==> src/sv/ped_pkg.sv <==
`timescale 1ns / 1ps
`default_nettype none

package ped_pkg;

   localparam int MAX_VERTICES    = 1024;
   localparam int ADDR_W          = $clog2(MAX_VERTICES);
   localparam int CNT_W           = $clog2(MAX_VERTICES + 1);
   localparam int COORD_W         = 32;
   localparam int DIFF_W          = COORD_W + 1;
   localparam int THR_W           = 31;
   localparam int ANGLE_W         = 16;
   localparam int ANGLE_FRAC_BITS = 13;
   localparam int CORDIC_STEPS    = 31;
   localparam int STEP_W          = $clog2(CORDIC_STEPS + 1);
   localparam int PRE_SHIFT       = 20;
   // headroom for the CORDIC gain on a 33 bit offset scaled by 2^20
   localparam int XY_W            = DIFF_W + PRE_SHIFT + 3;
   localparam int Z_W             = 35;
   localparam int RND_SHIFT       = 30 - ANGLE_FRAC_BITS;

   localparam logic signed [Z_W-1:0] HALF_PI_Q30 = 35'sd1686629713;
   localparam logic signed [Z_W-1:0] PI_Q30      = 35'sd3373259426;
   localparam logic signed [Z_W-1:0] RND_HALF    = Z_W'(64'sd1 <<< (RND_SHIFT - 1));
   localparam logic signed [Z_W-1:0] ANGLE_LIM   = (PI_Q30 + RND_HALF) >>> RND_SHIFT;

   typedef logic signed [COORD_W-1:0] coord_type;

   typedef struct packed {
      coord_type x_coord;
      coord_type y_coord;
      logic      last_vertex;
   } req_type;

   typedef struct packed {
      logic signed [ANGLE_W-1:0] begin_angle;
      logic signed [ANGLE_W-1:0] end_angle;
      logic                      degenerate;
      logic                      single_point;
      logic                      overflowed;
   } rsp_type;

   typedef struct packed {
      coord_type x;
      coord_type y;
   } point_type;

   typedef struct packed {
      logic                     start;
      logic signed [DIFF_W-1:0] dx;
      logic signed [DIFF_W-1:0] dy;
   } cordic_cmd_type;

   typedef struct packed {
      logic                      done;
      logic signed [ANGLE_W-1:0] angle;
   } cordic_res_type;

   // atan(2^-i) in Q30
   function automatic logic [29:0] atan_q30(input logic [STEP_W-1:0] step);
      logic [29:0] v;
      begin
         case (step)
            5'd0:    v = 30'd843314857;
            5'd1:    v = 30'd497837829;
            5'd2:    v = 30'd263043837;
            5'd3:    v = 30'd133525159;
            5'd4:    v = 30'd67021687;
            5'd5:    v = 30'd33543516;
            5'd6:    v = 30'd16775851;
            5'd7:    v = 30'd8388437;
            5'd8:    v = 30'd4194283;
            5'd9:    v = 30'd2097149;
            5'd10:   v = 30'd1048576;
            5'd11:   v = 30'd524288;
            5'd12:   v = 30'd262144;
            5'd13:   v = 30'd131072;
            5'd14:   v = 30'd65536;
            5'd15:   v = 30'd32768;
            5'd16:   v = 30'd16384;
            5'd17:   v = 30'd8192;
            5'd18:   v = 30'd4096;
            5'd19:   v = 30'd2048;
            5'd20:   v = 30'd1024;
            5'd21:   v = 30'd512;
            5'd22:   v = 30'd256;
            5'd23:   v = 30'd128;
            5'd24:   v = 30'd64;
            5'd25:   v = 30'd32;
            5'd26:   v = 30'd16;
            5'd27:   v = 30'd8;
            5'd28:   v = 30'd4;
            5'd29:   v = 30'd2;
            5'd30:   v = 30'd1;
            default: v = 30'd0;
         endcase
         return v;
      end
   endfunction

endpackage

`default_nettype wire

==> src/sv/ped_cordic.sv <==
`timescale 1ns / 1ps
`default_nettype none

module ped_cordic (
   input  wire logic                    clock,
   input  wire logic                    reset,
   input  wire ped_pkg::cordic_cmd_type cmd,
   output ped_pkg::cordic_res_type      res
);
   import ped_pkg::*;

   localparam logic [1:0] C_IDLE = 2'd0;
   localparam logic [1:0] C_ROT  = 2'd1;
   localparam logic [1:0] C_ITER = 2'd2;
   localparam logic [1:0] C_DONE = 2'd3;

   logic [1:0]                st_ff, st_in;
   logic signed [DIFF_W-1:0]  dx_ff, dx_in, dy_ff, dy_in;
   logic signed [XY_W-1:0]    x_ff, x_in, y_ff, y_in;
   logic signed [Z_W-1:0]     z_ff, z_in;
   logic [STEP_W-1:0]         step_ff, step_in;
   logic                      done_ff, done_in;
   logic signed [ANGLE_W-1:0] angle_ff, angle_in;

   logic signed [XY_W-1:0]    x_sc, y_sc, x_sh, y_sh;
   logic signed [Z_W-1:0]     step_atan, z_rnd, z_clamp;

   always_comb begin
      st_in    = st_ff;
      dx_in    = dx_ff;
      dy_in    = dy_ff;
      x_in     = x_ff;
      y_in     = y_ff;
      z_in     = z_ff;
      step_in  = step_ff;
      done_in  = 1'b0;
      angle_in = angle_ff;

      x_sc      = XY_W'(dx_ff) <<< PRE_SHIFT;
      y_sc      = XY_W'(dy_ff) <<< PRE_SHIFT;
      x_sh      = x_ff >>> step_ff;
      y_sh      = y_ff >>> step_ff;
      step_atan = Z_W'(atan_q30(step_ff));
      z_rnd     = (z_ff + RND_HALF) >>> RND_SHIFT;

      if (z_rnd > ANGLE_LIM) begin
         z_clamp = ANGLE_LIM;
      end else if (z_rnd < -ANGLE_LIM) begin
         z_clamp = -ANGLE_LIM;
      end else begin
         z_clamp = z_rnd;
      end

      case (st_ff)
         C_IDLE: begin
            if (cmd.start) begin
               dx_in = cmd.dx;
               dy_in = cmd.dy;
               st_in = C_ROT;
            end
         end
         C_ROT: begin
            step_in = '0;
            if (dx_ff == '0 && dy_ff == '0) begin
               z_in  = '0;
               st_in = C_DONE;
            end else if (dx_ff < 0) begin
               // left half plane: turn by a quarter and preload the angle
               if (dy_ff >= 0) begin
                  x_in = y_sc;
                  y_in = -x_sc;
                  z_in = HALF_PI_Q30;
               end else begin
                  x_in = -y_sc;
                  y_in = x_sc;
                  z_in = -HALF_PI_Q30;
               end
               st_in = C_ITER;
            end else begin
               x_in  = x_sc;
               y_in  = y_sc;
               z_in  = '0;
               st_in = C_ITER;
            end
         end
         C_ITER: begin
            if (y_ff == '0 || step_ff == STEP_W'(CORDIC_STEPS)) begin
               st_in = C_DONE;
            end else begin
               if (y_ff > 0) begin
                  x_in = x_ff + y_sh;
                  y_in = y_ff - x_sh;
                  z_in = z_ff + step_atan;
               end else begin
                  x_in = x_ff - y_sh;
                  y_in = y_ff + x_sh;
                  z_in = z_ff - step_atan;
               end
               step_in = step_ff + STEP_W'(1);
            end
         end
         C_DONE: begin
            done_in  = 1'b1;
            angle_in = z_clamp[ANGLE_W-1:0];
            st_in    = C_IDLE;
         end
         default: begin
            st_in = C_IDLE;
         end
      endcase
   end

   always_ff @(posedge clock) begin
      if (reset) begin
         st_ff   <= C_IDLE;
         done_ff <= 1'b0;
      end else begin
         st_ff   <= st_in;
         done_ff <= done_in;
      end
   end

   always_ff @(posedge clock) begin
      dx_ff    <= dx_in;
      dy_ff    <= dy_in;
      x_ff     <= x_in;
      y_ff     <= y_in;
      z_ff     <= z_in;
      step_ff  <= step_in;
      angle_ff <= angle_in;
   end

   assign res = {done_ff, angle_ff};

endmodule

`default_nettype wire

==> config.mk <==
export PLATFORM = sky130hd
export DESIGN_NAME = ped_cordic
export DESIGN_NICKNAME = d
export VERILOG_FILES = /design/src/sv/ped_pkg.sv /design/src/sv/ped_cordic.sv
export SDC_FILE = /design/constraint.sdc
export NUM_CORES = 1
export LEC_CHECK = 0
export BUFFER_PORTS_ARGS = -buffer_cell sky130_fd_sc_hd__buf_2
export CORE_ASPECT_RATIO = 1.4
export CORE_MARGIN = 1
export CORE_UTILIZATION = 45
export DETAILED_ROUTE_END_ITERATION = 10
export SLEW_MARGIN = 30
export SYNTH_ARGS = -nofsm -noshare
export SYNTH_HDL_FRONTEND = slang
export SYNTH_SLANG_ARGS = --single-unit
==> constraint.sdc <==
create_clock -name clock -period 12.3 [get_ports clock]
set_input_delay 3.075 -clock clock [delete_from_list [all_inputs] [get_ports clock]]
set_output_delay 3.075 -clock clock [all_outputs]
set_load 0.03 [all_outputs]
# After elaboration in Yosys (flattened, before gate mapping)
# Memory sizes are Yosys's and may differ from the RTL's. A register that Yosys moved wholly into a read port is not among the register bits.
# Cells that the tools add are included.
# classes
div_mod_pow	0
reduce_logical	12
bitwise	0
magnitude_cmp	5
eq_ne	8
mul	0
n_mux	27
add_sub_neg	10
shifts	2
# ops
operator	n
two-way mux 56 bit	10
case mux 56 bit (2 select lines)	2
two-way mux 35 bit	5
adder 56 bit	2
negator 53 -> 56 bit	2
>>> shifter 56 x 5 -> 56 bit	2
subtractor 56 bit	2
case mux 35 bit (2 select lines)	1
logical NOT 33 bit	2
> comparator 56 x 1 -> 1 bit, second input constant	1
logical NOT 56 bit	1
adder 35 x 18 -> 35 bit, second input constant	1
adder 35 x 31 -> 35 bit	1
subtractor 35 x 31 -> 35 bit	1
>= comparator 33 x 1 -> 1 bit, second input constant	1
less-than comparator 33 x 1 -> 1 bit, second input constant	1
> comparator 18 x 16 -> 1 bit, second input constant	1
less-than comparator 18 x 16 -> 1 bit, second input constant	1
two-way mux 16 bit	1
two-way mux 5 bit	2
case mux 5 bit (2 select lines)	1
inequality test 2 bit, second input constant	4
case mux 2 bit (4 select lines)	1
AND reduction 2 bit	3
other kinds (12)	15
# totals
word_cells	75
out_inout_bits	17
mem_count	1
register_bits	237
inputBits	69
romBits	960
ramBits	0
latchBits	0
# memory_table
name	depth	width	read_ports	rd_ports_with_merged_regs	wr	line_no	source
(name not given)	32	30	1	1	0	ped_pkg.sv:63	case (step)

# Depth between registers and ports, before layout
# depth
word_depth	5
mapped_depth	32

# Worst setup path before layout
# Ideal clock, no wire load.
# synth_timing
path_kind	reg2reg
start	register step_ff[3]
end	register x_ff[0] (enable)
synth_period_minus_slack_ps	9028
path_buffers	10
slack_ps	3272
t_arrival_ps	8408
setup_ps	620
required_ps	11680
path_stages_with_launch	16
cell_sequence	edfxtp_1 > clkbuf_1 > clkbuf_1 > clkbuf_1 > buf_1 > clkbuf_1 > buf_2 > buf_2 > buf_2 > buf_1 > clkbuf_1 > and3_1 > ha_1 > nor3_1 > a21oi_1 > a21oi_1
# synth_between
elab_chain_cells	4
# synth_lines
item	line_no	source
from (decl)	ped_cordic.sv:21	logic [STEP_W-1:0] step_ff, step_in;
from (signal assigned)	ped_cordic.sv:129	step_ff <= step_in;
== test 5 bit	ped_cordic.sv:87	if (y_ff == '0 || step_ff == STEP_W'(CORDIC_STEPS)) begin
logical OR 1 bit	ped_cordic.sv:87	
inequality test 2 bit (no source line)	-	
AND reduction 3 bit (no source line)	-	
to (signal assigned)	ped_cordic.sv:126	x_ff <= x_in;
to (decl)	ped_cordic.sv:19	logic signed [XY_W-1:0] x_ff, x_in, y_ff, y_in;
# Every way passes these cells.
# A chain may end at the register's enable or synchronous reset.

# Final worst setup path
# layout_timing
start	register step_ff[2]
end	register y_ff[52], data pin
# layout_between
elab_chain_cells	5
elab_cells_between_ends	6
cone_classes	add/sub: 2; shift: 1; mux: 3
# layout_lines
item	line_no	source
>>> shifter 56 x 5 -> 56 bit *	ped_cordic.sv:41	x_sh = x_ff >>> step_ff;
adder 56 bit / subtractor 56 bit (equally long branches)	ped_cordic.sv:96, ped_cordic.sv:92	
two-way mux 56 bit *	ped_cordic.sv:90	if (y_ff > 0) begin
two-way mux 56 bit *	ped_cordic.sv:87	
case mux 56 bit (2 select lines) *	ped_cordic.sv:54	case (st_ff)
via y_in[52]	ped_cordic.sv:19	
to (signal assigned)	ped_cordic.sv:127	y_ff <= y_in;
to (decl)	ped_cordic.sv:19	
# The timed path passes the listed nets; every way through them passes the cells marked *. The select of a mux whose other input is x is not followed.

==> metrics <==
Hold Worst Slack 0.6147 ns; count of cell types in the netlist 113; Setup crit end kind flop; Final Hold Fails 0; cell chosen for the clock root clkbuf_16; setup bufs post-CTS 0; Synth-to-Final Area Change 6.304%; Worst Path Arrival 9.32 ns; Rel. slew slack 0.2289; FF-to-FF Start step_ff[2]$_DFFE_PP_; CTS Buf Count 34; clock sinks 267; H-tree depth 2; DP HPWL 102.6 mm; Top Layer Used met5; R2R Setup Slk 3.28 ns; drt first pass iters 7; TritonCTS clock tree built; Post-synth ARST share 0; Synth top area share 0.2079; DRT iter0 DRCs about 3,400; Clock transition at path regs 0.06 ns; largest net degree at the start of global routing 139; Hold Crit Start st_ff[1]$_SDFFE_PP0P_; synthesized area 33,800 um2; met2 routed WL 63.79 mm; Mapped Nets 4,173; Worst Hold Path Cells 2; Row Count ~120; initial antenna violation count 10; setup_tns 0 ns; final net count 4,095; RePlAce Congestion between 1 and 1.5; Highest Clock Rate 0.1109 GHz; Max Clock Skew 0.03492 ns; reg2reg path depth 24; crit start category flop; RSZ-0062 raised after global routing no; Die Y between 300 and 400 um; top post-synthesis cells by area edfxtp_1 21%, mux4_2 7.9%, ha_1 6.4%, mux2i_1 5.4%, nand2_1 4.4%; DIE AREA 76,220 um2; first-pass GRT wire length between 200 and 250 mm; Gate Count Post-Synth 3,929; reg-to-reg critical path endpoint y_ff[52]$_DFFE_PP_; Final setup violation count 0; final slew viol count 0; top cells by count, synth 393 x nand2_1, 307 x nor2_1, 281 x a21oi_1, 280 x o21ai_0, 234 x edfxtp_1; Post-synth EDFFs 234; Clock Latency Late Sink 0.61 ns; Residual DRC 0; global route overflow 0; fin crit period 9.021 ns; die width 233.6 um; WP data required 12.60 ns; yosys warns 0; vias per cell 6.801; WL met3 around 13 mm; M1 WL about 50 mm; Global Route Usage Sum 0.3629; Hold Buf Count CTS 0; CP Class flop to flop; status completed; DR WL/cell approximately 29 um; critical path peak fanout 122; synthesized area per cell 8.602 um2; Hold Path Class flop to flop; share of cells above drive strength 1 0.1287; cts repair resizes 0; WL final ~140 mm; Synth area leader edfxtp_1; FF+latch count, synth 267; worst min-delay path endpoint st_ff[1]$_SDFFE_PP0P_; IO Port Bufs 85; vias in the first global route 31,720; most frequent cell after synthesis nand2_1; Core Area 74,120 um2; num ports 86; worst slew pin tran between 1 and 1.5 ns; top_reg_cell synth edfxtp_1; max_cap viols 0; post-synthesis sequential area ratio 0.2274; period utilization 0.7334; Max clock buf depth 3; vias post-DR roughly 33,000; antenna-violating nets left 0; initial core utilization 0.4560
==> through the flow <==
stage	cell area [um2]	util	std cells	worst slack, ns
2_1_floorplan	33800	-	3929	3.272
3_3_place_gp	34640	0.4674	4774	3.195
3_5_place_dp	34650	0.4675	4774	3.586
4_1_cts	35880	0.4841	4836	3.569
5_1_grt	35920	0.4846	4838	2.972
6_report	35930	0.4848	4842	3.279
==> sequential cells by signal (all words and copies together) (netlist names) <==
register and count:
done_ff 1, x_ff 56, z_ff 35, dy_ff 33, step_ff 5, angle_ff 16
step_atan 30, y_ff 56, dx_ff 33, st_ff 2
==> per-layer routing <==
layer	vias to the layer above	global-route usage
li1	14840	-
met1	15620	0.4169
met2	1849	0.5788
met3	624	0.08249
met4	4	0.2854
met5	-	0
==> cells by family after synthesis <==
family	share of synthesized area
adders and majority gates	0.06545
buffers and inverters	0.04664
DFF	0.2274
muxes	0.1694
xor gates and xnor gates	0.08155
and+or+nand+nor	0.1791
AOI/OAI and AO/OA	0.2305
==> layout by cell type, fill, tap and decap left out, types with 35 or more instances in the layout <==
cell type    n
nand2_1    393
nor2_1     303
o21ai_0    280
a21oi_1    280
edfxtp_1   234
mux2i_1    182
ha_1       171
xor2_1     164
xnor2_1    148
mux4_2     119
mux2_2     103
a21o_1     102
nor3_1      89
buf_2       85
nand3_1     79
inv_1       68
o211ai_1    51
a31oi_1     50
buf_4       49
or3_1       48
a211oi_1    47
and3_1      43
o31ai_1     43
o22ai_1     40
nand2b_1    38
nor2b_1     35
clkbuf_16   35
==> cell type report <==
cell class,instances,area (um2)
timing repair buffer,140,892.1
multi-input combinational,3333,24620
inverter,75,285.3
sequential,267,7687
fill,7283,38190
clock inverter,21,332.8
clock buffer,41,898.4
antenna,5,12.51
tap,960,1201
==> worst max path at each step <==
stage | startpoint | endpoint | slack [ns]
after floorplan | step_ff[3]$_DFFE_PP_ | x_ff[0]$_SDFFCE_PN0P_ | 3.27
after global placement | step_ff[1]$_DFFE_PP_ | y_ff[54]$_DFFE_PP_ | 3.19
after detailed placement | step_ff[1]$_DFFE_PP_ | y_ff[52]$_DFFE_PP_ | 3.59
after CTS | step_ff[1]$_DFFE_PP_ | y_ff[52]$_DFFE_PP_ | 3.57
after global routing | step_ff[2]$_DFFE_PP_ | y_ff[50]$_DFFE_PP_ | 2.97
final | step_ff[2]$_DFFE_PP_ | y_ff[52]$_DFFE_PP_ | 3.28
==> worst max-delay path, cell delays in order (launching register included) <==
cell and delay, ns:
edfxtp_1 0.37, buf_12 0.47, clkinv_2 0.68, buf_4 0.45, nand2_1 0.38, o21ai_0 0.18
nor2_1 0.36, o211a_1 0.25, nand4_1 0.26, nand4bb_1 0.35, nor3_1 0.53, a31oi_1 0.19
xnor2_1 0.21, ha_1 0.47, nand4_1 0.30, or3_1 0.45, nor3_1 0.72, nand3_1 0.28
a211oi_2 0.69, o21a_1 0.23, o21a_1 0.16, o211ai_1 0.11, a21boi_0 0.23, xnor2_1 0.21
a21oi_1 0.11
Power is left out: the tool's default activity adds up to more than one toggle a clock period on the data nets, which glitch-free logic cannot reach.
